### config.mk
export PLATFORM = sky130hd
export DESIGN_NAME = json_string_unescaper
export DESIGN_NICKNAME = d
export VERILOG_FILES = /design/src/rtl/jsu_pkg.sv /design/src/rtl/json_string_unescaper.sv /design/src/rtl/jsu_decode.sv /design/src/rtl/jsu_burst.sv
export SDC_FILE = /design/constraint.sdc
export NUM_CORES = 1
export LEC_CHECK = 0
export BUFFER_PORTS_ARGS = -buffer_cell sky130_fd_sc_hd__buf_4
export CAP_MARGIN = 20
export CORE_MARGIN = 5
export CORE_UTILIZATION = 40
export CTS_CLUSTER_DIAMETER = 150
export DETAILED_ROUTE_END_ITERATION = 7
export GPL_TIMING_DRIVEN = 0
export PLACE_DENSITY = 0.6
export SKIP_CTS_REPAIR_TIMING = 1
export SLEW_MARGIN = 10
export SYNTH_ARGS = -nofsm -noshare
export SYNTH_HDL_FRONTEND = slang
export SYNTH_HIERARCHICAL = 1
export SYNTH_SLANG_ARGS = --single-unit
### constraint.sdc
create_clock -name clk -period 3.3 [get_ports clk]
set_input_delay 0.33 -clock clk [delete_from_list [all_inputs] [get_ports clk]]
set_output_delay 0.33 -clock clk [all_outputs]
set_load 0.05 [all_outputs]
### src/rtl/jsu_pkg.sv
`timescale 1ns / 1ps
// Package for the JSON string unescaper: phase and result codes, the result
// bundle passed from the decoder to the result register, and the UTF-8 encoder.
// No dependencies.
package jsu_pkg;

  typedef enum logic [2:0] {
    PH_WAIT = 3'd0,
    PH_STR  = 3'd1,
    PH_ESC  = 3'd2,
    PH_HEX1 = 3'd3,
    PH_BS   = 3'd4,
    PH_U    = 3'd5,
    PH_HEX2 = 3'd6
  } phase_t;

  typedef enum logic [1:0] {
    KIND_BYTE  = 2'd0,
    KIND_CLOSE = 2'd1,
    KIND_ERROR = 2'd2
  } kind_t;

  localparam logic [3:0] ERR_NONE         = 4'd0;
  localparam logic [3:0] ERR_NO_QUOTE     = 4'd1;
  localparam logic [3:0] ERR_CONTROL      = 4'd2;
  localparam logic [3:0] ERR_BAD_ESCAPE   = 4'd3;
  localparam logic [3:0] ERR_BAD_HEX      = 4'd4;
  localparam logic [3:0] ERR_MISSING_LOW  = 4'd5;
  localparam logic [3:0] ERR_BAD_PAIR     = 4'd6;
  localparam logic [3:0] ERR_LONE_LOW     = 4'd7;
  localparam logic [3:0] ERR_UNTERMINATED = 4'd8;

  localparam logic [7:0] CH_QUOTE = 8'h22;
  localparam logic [7:0] CH_BSL   = 8'h5C;
  localparam logic [7:0] CH_SLASH = 8'h2F;
  localparam logic [7:0] CH_U     = 8'h75;

  // Up to four result bytes; last_idx is the index of the final one.
  typedef struct packed {
    logic            valid;
    kind_t           kind;
    logic [3:0]      code;
    logic [1:0]      last_idx;
    logic [3:0][7:0] bytes;
  } res_t;

  function automatic res_t make_err(input logic [3:0] code);
    res_t r;
    r          = '0;
    r.valid    = 1'b1;
    r.kind     = KIND_ERROR;
    r.code     = code;
    return r;
  endfunction

  function automatic res_t make_close();
    res_t r;
    r       = '0;
    r.valid = 1'b1;
    r.kind  = KIND_CLOSE;
    return r;
  endfunction

  function automatic res_t make_byte(input logic [7:0] b);
    res_t r;
    r          = '0;
    r.valid    = 1'b1;
    r.kind     = KIND_BYTE;
    r.bytes[0] = b;
    return r;
  endfunction

  // Code point to UTF-8, byte 0 first on the wire.
  function automatic res_t utf8_encode(input logic [20:0] cp);
    res_t r;
    r       = '0;
    r.valid = 1'b1;
    r.kind  = KIND_BYTE;
    if (cp <= 21'h7F) begin
      r.bytes[0] = cp[7:0];
      r.last_idx = 2'd0;
    end else if (cp <= 21'h7FF) begin
      r.bytes[0] = {3'b110, cp[10:6]};
      r.bytes[1] = {2'b10, cp[5:0]};
      r.last_idx = 2'd1;
    end else if (cp <= 21'hFFFF) begin
      r.bytes[0] = {4'b1110, cp[15:12]};
      r.bytes[1] = {2'b10, cp[11:6]};
      r.bytes[2] = {2'b10, cp[5:0]};
      r.last_idx = 2'd2;
    end else begin
      r.bytes[0] = {5'b11110, cp[20:18]};
      r.bytes[1] = {2'b10, cp[17:12]};
      r.bytes[2] = {2'b10, cp[11:6]};
      r.bytes[3] = {2'b10, cp[5:0]};
      r.last_idx = 2'd3;
    end
    return r;
  endfunction

endpackage

### src/rtl/json_string_unescaper.sv
`timescale 1ns / 1ps
// JSON string unescaper, top level. Instantiates jsu_decode and jsu_burst;
// depends on jsu_pkg.
//
// Input channel (in_valid / in_stall): one raw byte of a JSON string literal
// per transaction, opening quote first; input_end marks the end of the source.
// Output channel (out_valid / out_stall): one result per transaction: a decoded
// content byte, a string-closed marker or an error code. last flags the final
// result caused by an input transaction; a \uXXXX escape or surrogate pair
// yields a run of one to four UTF-8 bytes on the transaction of its last digit.
// An error or the closing quote returns the parser to waiting for a quote.
//
// The byte is held in the input register and is decoded into the result
// register, from which its first result is offered; while the result register
// is busy the byte waits in the input register. Throughput: one input
// transaction per cycle while each gives at most one result and out_stall is
// low; a step that gives several results holds the next byte in the input
// register until the last of them is taken.
// The input register is refilled while a finished result still waits, so a
// stall on the output holds at most one byte behind the result register before
// in_stall rises.
// Reset (rst, synchronous) empties both registers and puts the parser in the
// waiting-for-quote phase.
module json_string_unescaper (
  input  logic       clk,
  input  logic       rst,
  input  logic       in_valid,
  output logic       in_stall,
  input  logic [7:0] in_byte,
  input  logic       input_end,
  output logic       out_valid,
  input  logic       out_stall,
  output logic [1:0] kind,
  output logic [7:0] out_byte,
  output logic [3:0] error_code,
  output logic       last
);

  // input register
  logic          in_full;
  logic [7:0]    byte_r;
  logic          end_r;

  logic          advance;   // decode the held byte this cycle
  logic          burst_done;
  jsu_pkg::res_t res;

  // The held byte moves on once the result register is empty or is handing
  // out its final result in this cycle.
  assign advance  = in_full && (!out_valid || burst_done);
  assign in_stall = in_full && !advance;

  always_ff @(posedge clk) begin
    if (rst) begin
      in_full <= 1'b0;
    end else if (in_valid && !in_stall) begin
      in_full <= 1'b1;
    end else if (advance) begin
      in_full <= 1'b0;
    end
  end

  always_ff @(posedge clk) begin
    if (in_valid && !in_stall) begin
      byte_r <= in_byte;
      end_r  <= input_end;
    end
  end

  jsu_decode u_decode (
    .clk       (clk),
    .rst       (rst),
    .advance   (advance),
    .in_byte   (byte_r),
    .input_end (end_r),
    .res       (res)
  );

  // Steps without a result (quotes opening, escape prefixes, hex digits)
  // leave the result register alone.
  jsu_burst u_burst (
    .clk        (clk),
    .rst        (rst),
    .load       (advance && res.valid),
    .res        (res),
    .out_stall  (out_stall),
    .out_valid  (out_valid),
    .done       (burst_done),
    .kind       (kind),
    .out_byte   (out_byte),
    .error_code (error_code),
    .last       (last)
  );

endmodule

### src/rtl/jsu_decode.sv
`timescale 1ns / 1ps
// Escape decoder: parser state registers and the per-byte step logic.
// Depends on jsu_pkg.
module jsu_decode (
  input  logic           clk,
  input  logic           rst,
  input  logic           advance,
  input  logic [7:0]     in_byte,
  input  logic           input_end,
  output jsu_pkg::res_t  res
);

  jsu_pkg::phase_t phase, phase_next;
  logic [1:0]      hex_count, hex_count_next;
  logic [15:0]     code_unit, code_unit_next;
  logic [9:0]      high_part, high_part_next;

  logic            is_hex;
  logic [3:0]      digit;
  logic [15:0]     unit_shift;
  logic            last_digit;
  logic            is_high;
  logic            is_low;
  logic [20:0]     cp;
  logic            esc_ok;
  logic [7:0]      esc_val;

  // Hex digit decode
  always_comb begin
    is_hex = 1'b1;
    digit  = 4'd0;
    if (in_byte >= 8'h30 && in_byte <= 8'h39) begin
      digit = 4'(in_byte - 8'h30);
    end else if (in_byte >= 8'h61 && in_byte <= 8'h66) begin
      digit = 4'(in_byte - 8'h57);
    end else if (in_byte >= 8'h41 && in_byte <= 8'h46) begin
      digit = 4'(in_byte - 8'h37);
    end else begin
      is_hex = 1'b0;
    end
  end

  assign unit_shift = {code_unit[11:0], digit};
  assign last_digit = (hex_count == 2'd3);
  assign is_high    = (unit_shift[15:10] == 6'b110110);
  assign is_low     = (unit_shift[15:10] == 6'b110111);
  assign cp = (phase == jsu_pkg::PH_HEX2)
            ? ({1'b0, high_part, unit_shift[9:0]} + 21'h10000)
            : {5'd0, unit_shift};

  // Simple escapes
  always_comb begin
    esc_ok  = 1'b1;
    esc_val = 8'h00;
    case (in_byte)
      jsu_pkg::CH_QUOTE: esc_val = jsu_pkg::CH_QUOTE;
      jsu_pkg::CH_BSL:   esc_val = jsu_pkg::CH_BSL;
      jsu_pkg::CH_SLASH: esc_val = jsu_pkg::CH_SLASH;
      8'h62:             esc_val = 8'h08;
      8'h66:             esc_val = 8'h0C;
      8'h6E:             esc_val = 8'h0A;
      8'h72:             esc_val = 8'h0D;
      8'h74:             esc_val = 8'h09;
      default:           esc_ok  = 1'b0;
    endcase
  end

  // Next state
  always_comb begin
    phase_next     = phase;
    hex_count_next = hex_count;
    code_unit_next = code_unit;
    high_part_next = high_part;
    if (input_end) begin
      phase_next = jsu_pkg::PH_WAIT;
      if (phase != jsu_pkg::PH_WAIT) begin
        hex_count_next = 2'd0;
      end
    end else begin
      case (phase)
        jsu_pkg::PH_STR: begin
          if (in_byte == jsu_pkg::CH_QUOTE) begin
            phase_next = jsu_pkg::PH_WAIT;
          end else if (in_byte == jsu_pkg::CH_BSL) begin
            phase_next = jsu_pkg::PH_ESC;
          end else if (in_byte < 8'h20) begin
            phase_next     = jsu_pkg::PH_WAIT;
            hex_count_next = 2'd0;
          end
        end
        jsu_pkg::PH_ESC: begin
          if (in_byte == jsu_pkg::CH_U) begin
            phase_next     = jsu_pkg::PH_HEX1;
            hex_count_next = 2'd0;
            code_unit_next = 16'd0;
          end else if (esc_ok) begin
            phase_next = jsu_pkg::PH_STR;
          end else begin
            phase_next     = jsu_pkg::PH_WAIT;
            hex_count_next = 2'd0;
          end
        end
        jsu_pkg::PH_BS: begin
          if (in_byte == jsu_pkg::CH_BSL) begin
            phase_next = jsu_pkg::PH_U;
          end else begin
            phase_next     = jsu_pkg::PH_WAIT;
            hex_count_next = 2'd0;
          end
        end
        jsu_pkg::PH_U: begin
          if (in_byte == jsu_pkg::CH_U) begin
            phase_next     = jsu_pkg::PH_HEX2;
            hex_count_next = 2'd0;
            code_unit_next = 16'd0;
          end else begin
            phase_next     = jsu_pkg::PH_WAIT;
            hex_count_next = 2'd0;
          end
        end
        jsu_pkg::PH_HEX1, jsu_pkg::PH_HEX2: begin
          if (!is_hex) begin
            phase_next     = jsu_pkg::PH_WAIT;
            hex_count_next = 2'd0;
          end else begin
            code_unit_next = unit_shift;
            hex_count_next = hex_count + 2'd1;
            if (last_digit) begin
              if (phase == jsu_pkg::PH_HEX1 && is_high) begin
                high_part_next = unit_shift[9:0];
                phase_next     = jsu_pkg::PH_BS;
              end else if (phase == jsu_pkg::PH_HEX1 && is_low) begin
                phase_next = jsu_pkg::PH_WAIT;
              end else if (phase == jsu_pkg::PH_HEX2 && !is_low) begin
                phase_next = jsu_pkg::PH_WAIT;
              end else begin
                phase_next = jsu_pkg::PH_STR;
              end
            end
          end
        end
        default: begin
          // waiting for the opening quote (also the unused code)
          phase_next = (in_byte == jsu_pkg::CH_QUOTE) ? jsu_pkg::PH_STR : jsu_pkg::PH_WAIT;
          if (in_byte != jsu_pkg::CH_QUOTE) begin
            hex_count_next = 2'd0;
          end
        end
      endcase
    end
  end

  // Results of this step
  always_comb begin
    res = '0;
    if (input_end) begin
      if (phase != jsu_pkg::PH_WAIT && phase <= jsu_pkg::PH_HEX2) begin
        res = jsu_pkg::make_err(jsu_pkg::ERR_UNTERMINATED);
      end
    end else begin
      case (phase)
        jsu_pkg::PH_STR: begin
          if (in_byte == jsu_pkg::CH_QUOTE) begin
            res = jsu_pkg::make_close();
          end else if (in_byte == jsu_pkg::CH_BSL) begin
            res = '0;
          end else if (in_byte < 8'h20) begin
            res = jsu_pkg::make_err(jsu_pkg::ERR_CONTROL);
          end else begin
            res = jsu_pkg::make_byte(in_byte);
          end
        end
        jsu_pkg::PH_ESC: begin
          if (esc_ok) begin
            res = jsu_pkg::make_byte(esc_val);
          end else if (in_byte != jsu_pkg::CH_U) begin
            res = jsu_pkg::make_err(jsu_pkg::ERR_BAD_ESCAPE);
          end
        end
        jsu_pkg::PH_BS: begin
          if (in_byte != jsu_pkg::CH_BSL) begin
            res = jsu_pkg::make_err(jsu_pkg::ERR_MISSING_LOW);
          end
        end
        jsu_pkg::PH_U: begin
          if (in_byte != jsu_pkg::CH_U) begin
            res = jsu_pkg::make_err(jsu_pkg::ERR_MISSING_LOW);
          end
        end
        jsu_pkg::PH_HEX1, jsu_pkg::PH_HEX2: begin
          if (!is_hex) begin
            res = jsu_pkg::make_err(jsu_pkg::ERR_BAD_HEX);
          end else if (last_digit) begin
            if (phase == jsu_pkg::PH_HEX1 && is_high) begin
              res = '0;
            end else if (phase == jsu_pkg::PH_HEX1 && is_low) begin
              res = jsu_pkg::make_err(jsu_pkg::ERR_LONE_LOW);
            end else if (phase == jsu_pkg::PH_HEX2 && !is_low) begin
              res = jsu_pkg::make_err(jsu_pkg::ERR_BAD_PAIR);
            end else begin
              res = jsu_pkg::utf8_encode(cp);
            end
          end
        end
        default: begin
          if (in_byte != jsu_pkg::CH_QUOTE) begin
            res = jsu_pkg::make_err(jsu_pkg::ERR_NO_QUOTE);
          end
        end
      endcase
    end
  end

  always_ff @(posedge clk) begin
    if (rst) begin
      phase     <= jsu_pkg::PH_WAIT;
      hex_count <= 2'd0;
      code_unit <= 16'd0;
      high_part <= 10'd0;
    end else if (advance) begin
      phase     <= phase_next;
      hex_count <= hex_count_next;
      code_unit <= code_unit_next;
      high_part <= high_part_next;
    end
  end

endmodule

### src/rtl/jsu_burst.sv
`timescale 1ns / 1ps
// Result register: holds the results of one step and hands them out one per
// transaction. Depends on jsu_pkg.
module jsu_burst (
  input  logic          clk,
  input  logic          rst,
  input  logic          load,
  input  jsu_pkg::res_t res,
  input  logic          out_stall,
  output logic          out_valid,
  output logic          done,
  output logic [1:0]    kind,
  output logic [7:0]    out_byte,
  output logic [3:0]    error_code,
  output logic          last
);

  logic          busy;
  logic [1:0]    idx;
  jsu_pkg::res_t held;

  assign out_valid  = busy;
  assign last       = (idx == held.last_idx);
  assign done       = busy && !out_stall && last;
  assign kind       = 2'(held.kind);
  assign out_byte   = held.bytes[idx];
  assign error_code = held.code;

  always_ff @(posedge clk) begin
    if (rst) begin
      busy <= 1'b0;
      idx  <= 2'd0;
    end else if (load) begin
      busy <= 1'b1;
      idx  <= 2'd0;
    end else if (done) begin
      busy <= 1'b0;
    end else if (busy && !out_stall) begin
      idx <= idx + 2'd1;
    end
  end

  always_ff @(posedge clk) begin
    if (load) begin
      held <= res;
    end
  end

endmodule
Word level (Yosys, flattened, before mapping)
Index checks and enable logic that the tools add are counted.
{"block": "totals", "register_bits": 80, "input_bits": 13, "out_inout_bits": 17, "elab_cells": 170}
{"block": "op_classes", "add_sub_neg": 6, "order_cmp": 12, "eq_ne": 32, "muxes": 69, "n_bitwise": 2, "n_reduce_logical": 33}
{"operator": "two-way mux 41 bit", "n": 13}
{"operator": "one-hot mux 41 bit (5 select lines)", "n": 1}
{"operator": "two-way mux 40 bit", "n": 2}
{"operator": "equality test 8 x 7 -> 1 bit, second input constant", "n": 7}
{"operator": "one-hot mux 7 bit (8 select lines)", "n": 1}
{"operator": "two-way mux 3 bit", "n": 11}
{"operator": "two-way mux 16 bit", "n": 2}
{"operator": "two-way mux 12 bit", "n": 2}
{"operator": "two-way mux 2 bit", "n": 12}
{"operator": "two-way mux 24 bit", "n": 1}
{"operator": "two-way mux 8 bit", "n": 3}
{"operator": "one-hot mux 12 bit (2 select lines)", "n": 1}
{"operator": "two-way mux 22 bit", "n": 1}
{"operator": "adder 20 x 17 -> 21 bit, second input constant", "n": 1}
{"operator": "less-or-equal comparator 21 x 11 -> 1 bit, second input constant", "n": 1}
{"operator": "less-or-equal comparator 21 x 16 -> 1 bit, second input constant", "n": 1}
{"operator": "less-or-equal comparator 21 x 7 -> 1 bit, second input constant", "n": 1}
{"operator": "two-way mux 21 bit", "n": 1}
{"operator": "binary-select mux 8 bit (select 2 bit)", "n": 1}
{"operator": "equality test 8 x 6 -> 1 bit, second input constant", "n": 2}
{"operator": "greater-or-equal comparator 8 x 7 -> 1 bit, second input constant", "n": 2}
{"operator": "less-or-equal comparator 8 x 7 -> 1 bit, second input constant", "n": 2}
{"operator": "!= test 8 x 7 -> 1 bit, second input constant", "n": 2}
{"operator": "one-hot mux 3 bit (5 select lines)", "n": 1}
{"operator": "37 further kinds", "n": 82}

Logic depth before layout (Yosys ltp)
Gate-level depths: netlist of the first run.
{"block": "logic_depth", "ltp_word": 20, "ltp_mapped": 12, "mapped_depth_nobuf": 11}

Hierarchy
Netlist of the first run, hierarchy kept.
{"mod": "jsu_decode", "n_inst": 1, "cells_each": 407, "area_per_inst_um2": 2956.6, "seq_area_each_um2": 540.5}
{"mod": "jsu_burst", "n_inst": 1, "cells_each": 78, "area_per_inst_um2": 1621.6, "seq_area_each_um2": 1261.2}
{"mod": "json_string_unescaper", "n_inst": 1, "cells_each": 18, "area_per_inst_um2": 354.1, "seq_area_each_um2": 290.3}

Worst setup path before layout of the first run
No wires, ideal clock.
{"block": "synth_timing", "path_kind": "register -> register", "start": "reg byte_r[0]", "end": "reg u_burst.idx[0]", "setup_ns": 0.122, "arrival_time_ns": 3.232, "slack_ns": -0.054, "path_stages_with_launch": 12, "path_buffers": 0, "synth_period_minus_slack_ns": 3.354, "cell_sequence": "edfxtp_1 -> inv_1 -> ha_1 -> nor3b_1 -> o21ai_0 -> o211a_1 -> nand2b_1 -> a31oi_1 -> and3_1 -> nor2_1 -> nand2_1 -> mux2i_1"}
{"element": "from (decl)", "line_no": "json_string_unescaper.sv:41", "text": "logic [7:0] byte_r;"}
{"element": "from (signal assigned)", "line_no": "json_string_unescaper.sv:65", "text": "byte_r <= in_byte;"}
{"element": "to (signal assigned)", "line_no": "jsu_burst.sv:39", "text": "idx <= idx + 2'd1;"}
{"element": "to (decl)", "line_no": "jsu_burst.sv:19", "text": "logic [1:0] idx;"}

==> results.md, run 1 <==
* Post-route insts no fill at 720
* Least-Margin Pin Slew at 1.15 ns
* Synth warn at 6
* GR met2 Demand/Resource at 26.8%
* Vias at 4,083
* Inserted Clock Buffers at 9
* Buffers on Ports at 29
* Drt drc at 0
* Placer Congestion at 0.951
* GRT met3 Usage at 3.22%
* CP Max Fanout at 22
* Final hold violations at 0
* Clock Sinks at 80
* Fmax at 312 MHz
* Initial antenna violation count at 0
* Register Area at 2090 µm²
* Crit path time final at 3.20 ns
* P&R area growth vs syn at 15.6%
* CP startpoint kind: register
* Core area at 12,100 µm²
* Drt wl/cell at 17.8 µm
* Max Clock Skew at 0.00869 ns
* First DRT Iteration DRCs at 384
* DRT antenna net count at 0
* CP arrival at 3.48 ns
* CP Data Required Time at 3.58 ns
* # setup viols final at 0
* Die width at 121 µm
* Final Cycle Share at 97.0%
* Multi-input gate area at 2600 µm²
* Worst slew margin at 23.2%
* # diodes at 0
* Via density per instance at 5.67
* Asr flop ratio synth at 0%
* RSZ-0062 raised after global routing: no
* Die ar. at 14,700 µm²
* VDD IR max at 0.208 mV
* Fill count at 1,131
* Worst Hold Class: input pin to register
* Final core area utilization at 47.3%
* Layout cells sized above 1 at 19.7%
* Number of flops mapped to enable cells by yosys at 49
* Die height at 121 µm
* Global-route met1 utilization at 25.7%
* Register area share after synthesis at 42.4%
* Predominant post-synthesis flop cell: edfxtp_1
* Final Power at 2.24 mW
* Max_cap viols at 0
* IO Count at 30
* CTS Buffer Depth at 2
* CP Capture Type: register
* Final WL at 12,800 µm
* Placed insts at 702
* Rows at 40
* Final Max Slew Viols at 0
* FF+latch count, synth at 80
* Synth top area share at 29.8%
* Synth cell types at 77
* Vias in the first global route at 3,818
* Largest cells by area after synthesis: edfxtp_1 (30%), dfxtp_1 (13%), mux2i_1 (5.9%)
* Largest net degree at the start of global routing at 45
* Setup Crit Path Kind: register to register
* Status: finished clean
* Synth area leader: edfxtp_1
* Starting Density at 40.9%
* Mean Syn Cell Area at 9.81 µm²
* Clock tree root buffer cell: clkbuf_16
* Pre-Repair DR Iteration Count at 5
* Most Crowded Layer GR: met2
* Total track usage at 18.1%
* Post-synthesis cell count at 503
* Final nets at 566
* Post-DP HPWL at 9340 µm
* Synthesized area at 4930 µm²
* Clk Latency, worst-skew pair at 0.35 ns
* CTS tree: yes
* Grt total ovfl at 0
* Clk slew on worst S/H paths at 0.06 ns
* Leakage at 2.09 nW
* CTS H-tree depth at 3
* Power per cell area at 393 nW/µm²
* First-pass GRT wire length at 20,600 µm
layout by cell type, fill, tap and decap left out, drive strengths merged, types with 10 or more instances in the layout:
cell type / n
nor2: 66
nand2b: 15
nand2: 31
clkbuf: 26
a21oi: 27
dfxtp: 31
a211oi: 11
nor3: 11
o21ai: 14
and3: 10
buf: 53
mux2i: 29
nand3: 11
and2: 15
inv: 15
edfxtp: 49
flip-flops by register name, indices dropped and copies added (netlist names):
name,flops
u_burst/held,34
in_full,1
end_r,1
u_burst/kind,2
u_burst/idx,2
u_decode/hex_count,2
byte_r,8
u_burst/out_valid,1
u_burst/error_code,4
u_decode/high_part,10
u_decode/code_unit,12
u_decode/phase,3
per-stage QoR:
| step | setup TNS [ns] | hold WS, ns | instance area [µm²] | worst slack, ns |
|---|---|---|---|---|
| finish | 0 | 0.156 | 5700 | 0.0989 |
| global route | 0 | 0.142 | 5700 | 0.00563 |
| CTS | -8.75 | 0.142 | 5660 | -0.300 |
| detailed placement | -8.78 | 0.497 | 5370 | -0.295 |
| global placement | -5.61 | 0.467 | 5370 | -0.205 |
| floorplan | 0 | 0.392 | 4940 | 0.431 |
Yosys cell counts, types with 3 or more instances:
| cell | number |
|---|---|
| mux2_2 | 7 |
| nor2b_1 | 6 |
| mux2i_1 | 29 |
| nand3_1 | 10 |
| mux4_2 | 8 |
| or3_1 | 4 |
| o211ai_1 | 7 |
| o32a_1 | 4 |
| a31oi_1 | 7 |
| a211o_1 | 3 |
| a22oi_1 | 6 |
| buf_2 | 6 |
| buf_6 | 4 |
| nand2b_1 | 14 |
| edfxtp_1 | 49 |
| dfxtp_1 | 31 |
| nor3b_1 | 5 |
| clkbuf_1 | 16 |
| xnor2_1 | 5 |
| nand4_1 | 4 |
| o22ai_1 | 5 |
| or2_2 | 5 |
| o21ai_0 | 13 |
| a211oi_1 | 9 |
| nor2_1 | 66 |
| nand3b_1 | 6 |
| inv_1 | 14 |
| nor3_1 | 11 |
| and3_1 | 7 |
| nand2_1 | 30 |
| a21o_1 | 3 |
| and2_1 | 13 |
| buf_4 | 13 |
| a21oi_1 | 25 |
| ha_1 | 6 |
logic make-up (layout without fill, tap and decap cells):
family / Yosys count / after routing / share of synthesized area (%)
simple gates: 202 / 204 / 22.0
compound gates: 108 / 108 / 15.7
flops: 80 / 80 / 42.4
buf+inv: 55 / 100 / 5.94
mux: 44 / 44 / 11.1
xor+xnor: 7 / 7 / 1.24
fa+ha+maj: 6 / 6 / 1.52
other cells: 1 / 3 / 0.0760
report_power, final:
group / switching (mW) / leakage, nW / total, mW / internal [mW]
registers: 0.0141 / 0.694 / 1.10 / 1.08
logic: 0.105 / 1.26 / 0.174 / 0.0682
clock network: 0.390 / 0.140 / 0.971 / 0.581
layer usage:
metal / vias up / wire [µm]
met3: 25 / 783
met5: - / 0
met4: 0 / 388
met2: 160 / 5830
li1: 1945 / -
met1: 1953 / 5820
area by class of cell:
class,instances,share of cell area [%]
sequential,80,36.7
buffer,40,4.17
clock buffer,10,4.02
multi-input combinational,372,45.6
inverter,15,0.988
timing repair buffer,29,3.82
tap,168,3.69
clock inverter,6,1.05
critical path, stage by stage (launching register included):
cell and delay [ns]:
edfxtp_1 0.50, inv_1 0.14, ha_1 0.31, a2111oi_1 0.65
o211a_1 0.28, nand2b_1 0.26, a31oi_2 0.19, and3_4 0.32
or3_1 0.36, mux2i_1 0.13
path summary, 6_finish.rpt:
kind         depth (start not counted)                     to             startpoint  slack [ns]
max                                  9         u_burst/idx[1]              byte_r[0]         0.1
min                                  1                  end_r              input_end        0.16
max reg2reg                          9         u_burst/idx[1]              byte_r[0]         0.1
min reg2reg                          2  u_decode/hex_count[0]  u_decode/hex_count[0]        0.50
Note: power is estimated with default switching activity, not from simulation.
==> run 2, diff against run 1 <==
PLACE_DENSITY = 0.61   (was 0.6)
SYNTH_HIERARCHICAL = default   (was 1)
==> results.md, run 2 <==
* Status: finished clean (unchanged)
* Register Area at 1970 µm² (was 2090 µm²)
* Drt drc at 0 (unchanged)
* Placed insts at 646 (was 702)
* Crit path time final at 3.16 ns (was 3.20 ns)
* Max Clock Skew at 0.00823 ns (was 0.00869 ns)
* RSZ-0062 raised after global routing: no (unchanged)
* Cell family with most CP delay: simple AND/OR/NAND/NOR gates (was compound AO/OA/AOI/OAI gates)
* Multi-input gate area at 2440 µm² (was 2600 µm²)
* Most common cell in the netlist: nor2_1 (unchanged)
* Most Frequent Cell on Critical Path: buf_8
* Final Cycle Share at 95.6% (was 97.0%)
* CP max stage cell: or4_1 (was a2111oi_1)
* Post-DP HPWL at 9650 µm (was 9340 µm)
* Synth top area share at 29.7% (was 29.8%)
* Pre-Repair DR Iteration Count at 4 (was 5)
* Die ar. at 13,600 µm² (was 14,700 µm²)
* Vias in the first global route at 3,686 (was 3,818)
* Die height at 117 µm (was 121 µm)
* P&R area growth vs syn at 18.5% (was 15.6%)
* DRT antenna net count at 0 (unchanged)
* Placer Congestion at 0.919 (was 0.951)
* First DRT Iteration DRCs at 258 (was 384)
* Post-route cell area at 5400 µm² (was 5700 µm²)
* Synth cell types at 75 (was 77)
* Fill count at 1,047 (was 1,131)
* Final nets at 540 (was 566)
* Largest cells by area after synthesis: edfxtp_1 (30%), dfxtp_1 (14%), nor2_1 (4.4%) (was edfxtp_1 (30%), dfxtp_1 (13%), mux2i_1 (5.9%))
* Buffers on Ports at 29 (unchanged)
* First-pass GRT wire length at 20,300 µm (was 20,600 µm)
* Synth top cells by count: nor2_1 (53), edfxtp_1 (45), a21oi_1 (37), nand2_1 (33), dfxtp_1 (31) (was nor2_1 (66), edfxtp_1 (49), dfxtp_1 (31), nand2_1 (30), mux2i_1 (29))
* VDD IR max at 0.178 mV (was 0.208 mV)
* Vias at 3,840 (was 4,083)
* Post-route insts no fill at 669 (was 720)
* Final hold violations at 0 (unchanged)
* Final WL at 12,800 µm (about the same)
* Starting Density at 40.4% (was 40.9%)
* Setup Crit Path Kind: register to register (unchanged)
* CP startpoint kind: register (unchanged)
* Via density per instance at 5.74 (was 5.67)
* Clock tree root buffer cell: clkbuf_16 (unchanged)
* Synth area leader: edfxtp_1 (unchanged)
* Power per cell area at 407 nW/µm² (was 393 nW/µm²)
* Number of flops mapped to enable cells by yosys at 45 (was 49)
* CTS Buffer Depth at 2 (unchanged)
* FF+latch count, synth at 76 (was 80)
* Synth warn at 0 (was 6)
* Mean Syn Cell Area at 9.65 µm² (was 9.81 µm²)
* WP buf/inv at 2 (was 1)
* CP Cell Sequence: ha_1, and4b_1, and3_1, or4_1, o31a_1, nor4_4, a211oi_4, buf_8, buf_8 (was inv_1, ha_1, a2111oi_1, o211a_1, nand2b_1, a31oi_2, and3_4, or3_1, mux2i_1)
* Max_cap viols at 0 (unchanged)
* Post-synthesis cell count at 472 (was 503)
* Commonest non-fill, non-tap cell in the layout: nor2_1 (unchanged)
* Initial antenna violation count at 0 (unchanged)
* CP Max Fanout at 16 (was 22)
* CP Capture Type: register (unchanged)
* Rows at 39 (was 40)
* Die width at 117 µm (was 121 µm)
* Synthesized area at 4560 µm² (was 4930 µm²)
* Worst Hold Class: input pin to register (unchanged)
* Commonest cells after routing, fill and taps aside: nor2_1 (53), edfxtp_1 (45), buf_4 (42) (was nor2_1 (66), edfxtp_1 (49), buf_4 (42))
* Setup TNS at 0 ns (unchanged)
* Core area at 11,300 µm² (was 12,100 µm²)
* CTS H-tree depth at 3 (unchanged)
* Fmax at 317 MHz (was 312 MHz)
* Leakage at 1.90 nW (was 2.09 nW)
* Mapped Nets at 491
* Largest net degree at the start of global routing at 17 (was 45)
* Final Power at 2.20 mW (was 2.24 mW)
* CTS tree: yes (unchanged)
* IO Count at 30 (unchanged)
* Clk slew on worst S/H paths at 0.06 ns (about the same)
* Register area share after synthesis at 43.3% (was 42.4%)
* Least-Margin Pin Slew at 0.877 ns (was 1.15 ns)
* # setup viols final at 0 (unchanged)
* # diodes at 0 (unchanged)
* Inserted Clock Buffers at 9 (unchanged)
* Clock Sinks at 76 (was 80)
* Max reg flops at 30 (was 34)
* Grt total ovfl at 0 (unchanged)
* Final Max Slew Viols at 0 (unchanged)
* Predominant post-synthesis flop cell: edfxtp_1 (unchanged)
* Layout cells sized above 1 at 19.6% (was 19.7%)
* Clk Latency, worst-skew pair at 0.33 ns (was 0.35 ns)
* CP arrival at 3.25 ns (was 3.48 ns)
* Drt wl/cell at 19.1 µm (was 17.8 µm)
* Hold_ws at 0.170 ns (was 0.156 ns)
* Worst slew margin at 40.9% (was 23.2%)
* Total track usage at 19.5% (was 18.1%)
* CP Data Required Time at 3.40 ns (was 3.58 ns)
* Top reg by flops: u_burst.held (was u_burst/held)
* Placed inst area at 5000 µm² (was 5370 µm²)
* Top flop regs: u_burst.held (30), u_decode.code_unit (12), u_decode.high_part (10) (was u_burst/held (34), u_decode/code_unit (12), u_decode/high_part (10))
* Asr flop ratio synth at 0% (unchanged)
* CP peak stage delay at 0.56 ns (was 0.65 ns)
==> run 2: stage by stage <==
stage / util [%] / setup WS, ns
2_1_floorplan: - / 0.00228
5_1_grt: 47.9 / 0.0191
3_3_place_gp: 44.1 / -0.907
4_1_cts: 47.0 / -0.429
3_5_place_dp: 44.4 / -0.414
6_report: 47.9 / 0.144
==> run 2: kinds of logic after synthesis <==
kind of cell	Yosys count	share of synthesized area (%)
and+or+nand+nor	191	22.7
xor gates and xnor gates	6	1.15
AOI/OAI and AO/OA	127	19.7
muxes	23	7.00
buffers and inverters	43	4.50
adders and majority gates	6	1.65
DFF	76	43.3
==> run 2: metal layers <==
| layer | share of wire (%) | global-route usage [%] | wire (µm) |
|---|---|---|---|
| met1 | 45 | 27.2 | 5770 |
| met2 | 47 | 30.5 | 5980 |
| met3 | 6.5 | 3.52 | 834 |
| met4 | 1.4 | 6.80 | 180 |
| met5 | 0 | 0 | 0 |
==> run 2: worst reg2reg max path, delay by kind of cell (launching register included) <==
family                     cells  cell delay [ns]
AOI/OAI and AO/OA              2             0.56
adders and majority gates      1             0.28
buffers and inverters          2             0.35
DFF                            1             0.52
and+or+nand+nor                4             1.20
==> run 2: final timing paths <==
kind / from / endpoint / slack [ns] / depth (start not counted)
worst max-delay path: byte_r[1] / u_burst.held[1] / 0.14 / 9
worst min-delay path: in_byte[0] / byte_r[0] / 0.17 / 1
worst max register to register: byte_r[1] / u_burst.held[1] / 0.14 / 9
worst min register to register: u_decode.hex_count[0] / u_decode.hex_count[0] / 0.50 / 2
==> run 2: cell type report <==
cell class	instances	share of cell area [%]
repair buffers	38	5.56
plain buffers	29	2.83
inverters	14	0.974
multi-input cells	353	45.2
well taps	143	3.32
clock inverters	6	1.37
clock buffers	10	4.24
flip-flops and latches	76	36.5
==> run 2: report_power, final <==
group          leakage [nW]  switching, mW  internal, mW
clock network         0.141          0.407         0.594
registers             0.694         0.0109          1.02
logic                  1.06          0.103        0.0617
total                  1.90          0.521          1.67
==> run 3, diff against run 2 <==
REMOVE_ABC_BUFFERS = 1   (was default)
==> results.md, run 3 (same netlist as run 2, synthesis figures left out) <==
* Placed insts at 618 (was 646)
* Layout cells sized above 1 at 18.8% (was 19.6%)
* Final Cycle Share at 97.1% (was 95.6%)
* Vias in the first global route at 3,577 (was 3,686)
* Crit path to: u_burst.held[25] (was u_burst.held[1])
* Power per cell area at 412 nW/µm² (was 407 nW/µm²)
* Die height at 117 µm (unchanged)
* Die ar. at 13,600 µm² (unchanged)
* IO Count at 30 (unchanged)
* Grt total ovfl at 0 (unchanged)
* Clk network pwr share at 45.3% (was 45.6%)
* Status: finished clean (unchanged)
* Sw Ratio at 23.4% (was 23.7%)
* P_int at 1.66 mW (was 1.67 mW)
* Leakage at 1.82 nW (was 1.90 nW)
* Clock Sinks at 76 (unchanged)
* CTS tree: yes (unchanged)
* Final Power at 2.17 mW (was 2.20 mW)
* DRT antenna net count at 0 (unchanged)
* Buffers on Ports at 29 (unchanged)
* Fill count at 1,060 (was 1,047)
* R2R cell count at 10 (was 9)
* Post-DP HPWL at 8600 µm (was 9650 µm)
* First-pass GRT wire length at 19,100 µm (was 20,300 µm)
* Least-Margin Pin Slew at 0.841 ns (was 0.877 ns)
* Top flop regs: u_burst.held (30), u_decode.code_unit (12), u_decode.high_part (10) (unchanged)
* Commonest cells after routing, fill and taps aside: nor2_1 (53), edfxtp_1 (45), buf_4 (37) (was nor2_1 (53), edfxtp_1 (45), buf_4 (42))
* Final WL at 11,800 µm (was 12,800 µm)
* Crit path time final at 3.20 ns (was 3.16 ns)
* CP startpoint kind: register (unchanged)
* Starting Density at 40.4% (unchanged)
* Setup TNS at 0 ns (unchanged)
* Post-route cell area at 5280 µm² (was 5400 µm²)
* Psw at 0.509 mW (was 0.521 mW)
* Power share of the sequential group at 48.1% (was 46.9%)
* Combinational share of power at 6.6% (was 7.5%)
* Final Worst Setup Slack at 0.0950 ns (was 0.144 ns)
* Rows at 39 (unchanged)
* Clock tree root buffer cell: clkbuf_16 (unchanged)
* CP Max Fanout at 18 (was 16)
* # diodes at 0 (unchanged)
* Total track usage at 17.9% (was 19.5%)
* Drt drc at 0 (unchanged)
* Pre-Repair DR Iteration Count at 6 (was 4)
* Die width at 117 µm (unchanged)
* CTS H-tree depth at 3 (unchanged)
* Fmax at 312 MHz (was 317 MHz)
* CP Capture Type: register (unchanged)
* Top reg by flops: u_burst.held (unchanged)
* Core area at 11,300 µm² (unchanged)
* Setup Crit Path Kind: register to register (unchanged)
* Placer Congestion at 0.902 (was 0.919)
* First DRT Iteration DRCs at 306 (was 258)
* Placed inst area at 4850 µm² (was 5000 µm²)
* Final hold violations at 0 (unchanged)
* Commonest non-fill, non-tap cell in the layout: nor2_1 (unchanged)
* Via density per instance at 5.93 (was 5.74)
* Critical Path Start: byte_r[0] (was byte_r[1])
* VDD IR max at 0.240 mV (was 0.178 mV)
* R2R setup slack at 0.1 ns (was 0.14 ns)
* Post-route insts no fill at 642 (was 669)
* Clk Latency, worst-skew pair at 0.34 ns (was 0.33 ns)
* # setup viols final at 0 (unchanged)
* P&R area growth vs syn at 15.8% (was 18.5%)
* Max reg flops at 30 (unchanged)
* CTS Buffer Depth at 2 (unchanged)
* CP Data Required Time at 3.39 ns (was 3.40 ns)
* Max Clock Skew at 0.00839 ns (was 0.00823 ns)
* Worst Hold Class: input pin to register (unchanged)
* Final Max Slew Viols at 0 (unchanged)
* Drt wl/cell at 18.4 µm (was 19.1 µm)
* Final core area utilization at 46.8% (was 47.9%)
* Final nets at 513 (was 540)
* Clk slew on worst S/H paths at 0.06 ns (about the same)
* Hold_ws at 0.166 ns (was 0.170 ns)
* Initial antenna violation count at 0 (unchanged)
* Vias at 3,808 (was 3,840)
* Largest net degree at the start of global routing at 34 (was 17)
* Max_cap viols at 0 (unchanged)
* Worst slew margin at 43.4% (was 40.9%)
* Pre-CTS WS at -0.403 ns (was -0.414 ns)
* FF-to-FF End: u_burst.held[25] (was u_burst.held[1])
* CP arrival at 3.30 ns (was 3.25 ns)
* Inserted Clock Buffers at 9 (unchanged)
* R2R Path Start: byte_r[0] (was byte_r[1])
run 3: cell count changes in the layout (fill, tap and decap cells not counted), sizes merged:
cell and delta:
clkinvlp +2, buf -13, clkinv -1, clkbuf -15
run 3: critical path, stage by stage, from the launching register on:
cell      delay [ns]
edfxtp_1        0.50
inv_1           0.12
ha_1            0.26
nand2_1         0.17
nor4_4          0.09
or4_1           0.60
o31a_1          0.43
nor4_4          0.31
a211oi_4        0.12
buf_8           0.18
buf_8           0.16
run 3: worst min path at each step:
stage                               start                    end  slack, ns  cells after the start
global placement    u_decode.hex_count[1]  u_decode.hex_count[1]       0.47                      2
global route                   in_byte[6]              byte_r[6]       0.16                      1
finish                         in_byte[2]              byte_r[2]       0.17                      1
floorplan                             rst  u_decode.high_part[0]       0.39                      1
detailed placement  u_decode.hex_count[1]  u_decode.hex_count[1]       0.47                      2
CTS                            in_byte[6]              byte_r[6]       0.15                      1
run 3: routing by layer:
| layer | track usage, % | routed length (µm) | vias to the layer above |
|---|---|---|---|
| met2 | 27.1 | 5380 | 137 |
| met4 | 6.12 | 208 | 0 |
| li1 | - | - | 1821 |
| met1 | 25.8 | 5550 | 1834 |
| met5 | 0 | 0 | - |
| met3 | 3.01 | 670 | 16 |
run 3: cell type report:
class	instances	area [µm²]	share of cell area (%)
multi-input cells	353	2440	46.3
flip-flops and latches	76	1970	37.4
repair buffers	40	328	6.21
clock buffers	9	225	4.27
well taps	143	179	3.39
clock inverters	7	75.1	1.42
inverters	14	52.6	0.996
run 3: power by group through the flow:
stage,Sequential (mW),Combinational [mW],Clock (mW)
2_1_floorplan,1.07,0.0746,0
3_3_place_gp,1.07,0.125,0
3_5_place_dp,1.07,0.132,0
4_1_cts,1.05,0.133,1.00
5_1_grt,1.05,0.154,1.04
6_report,1.05,0.143,0.984
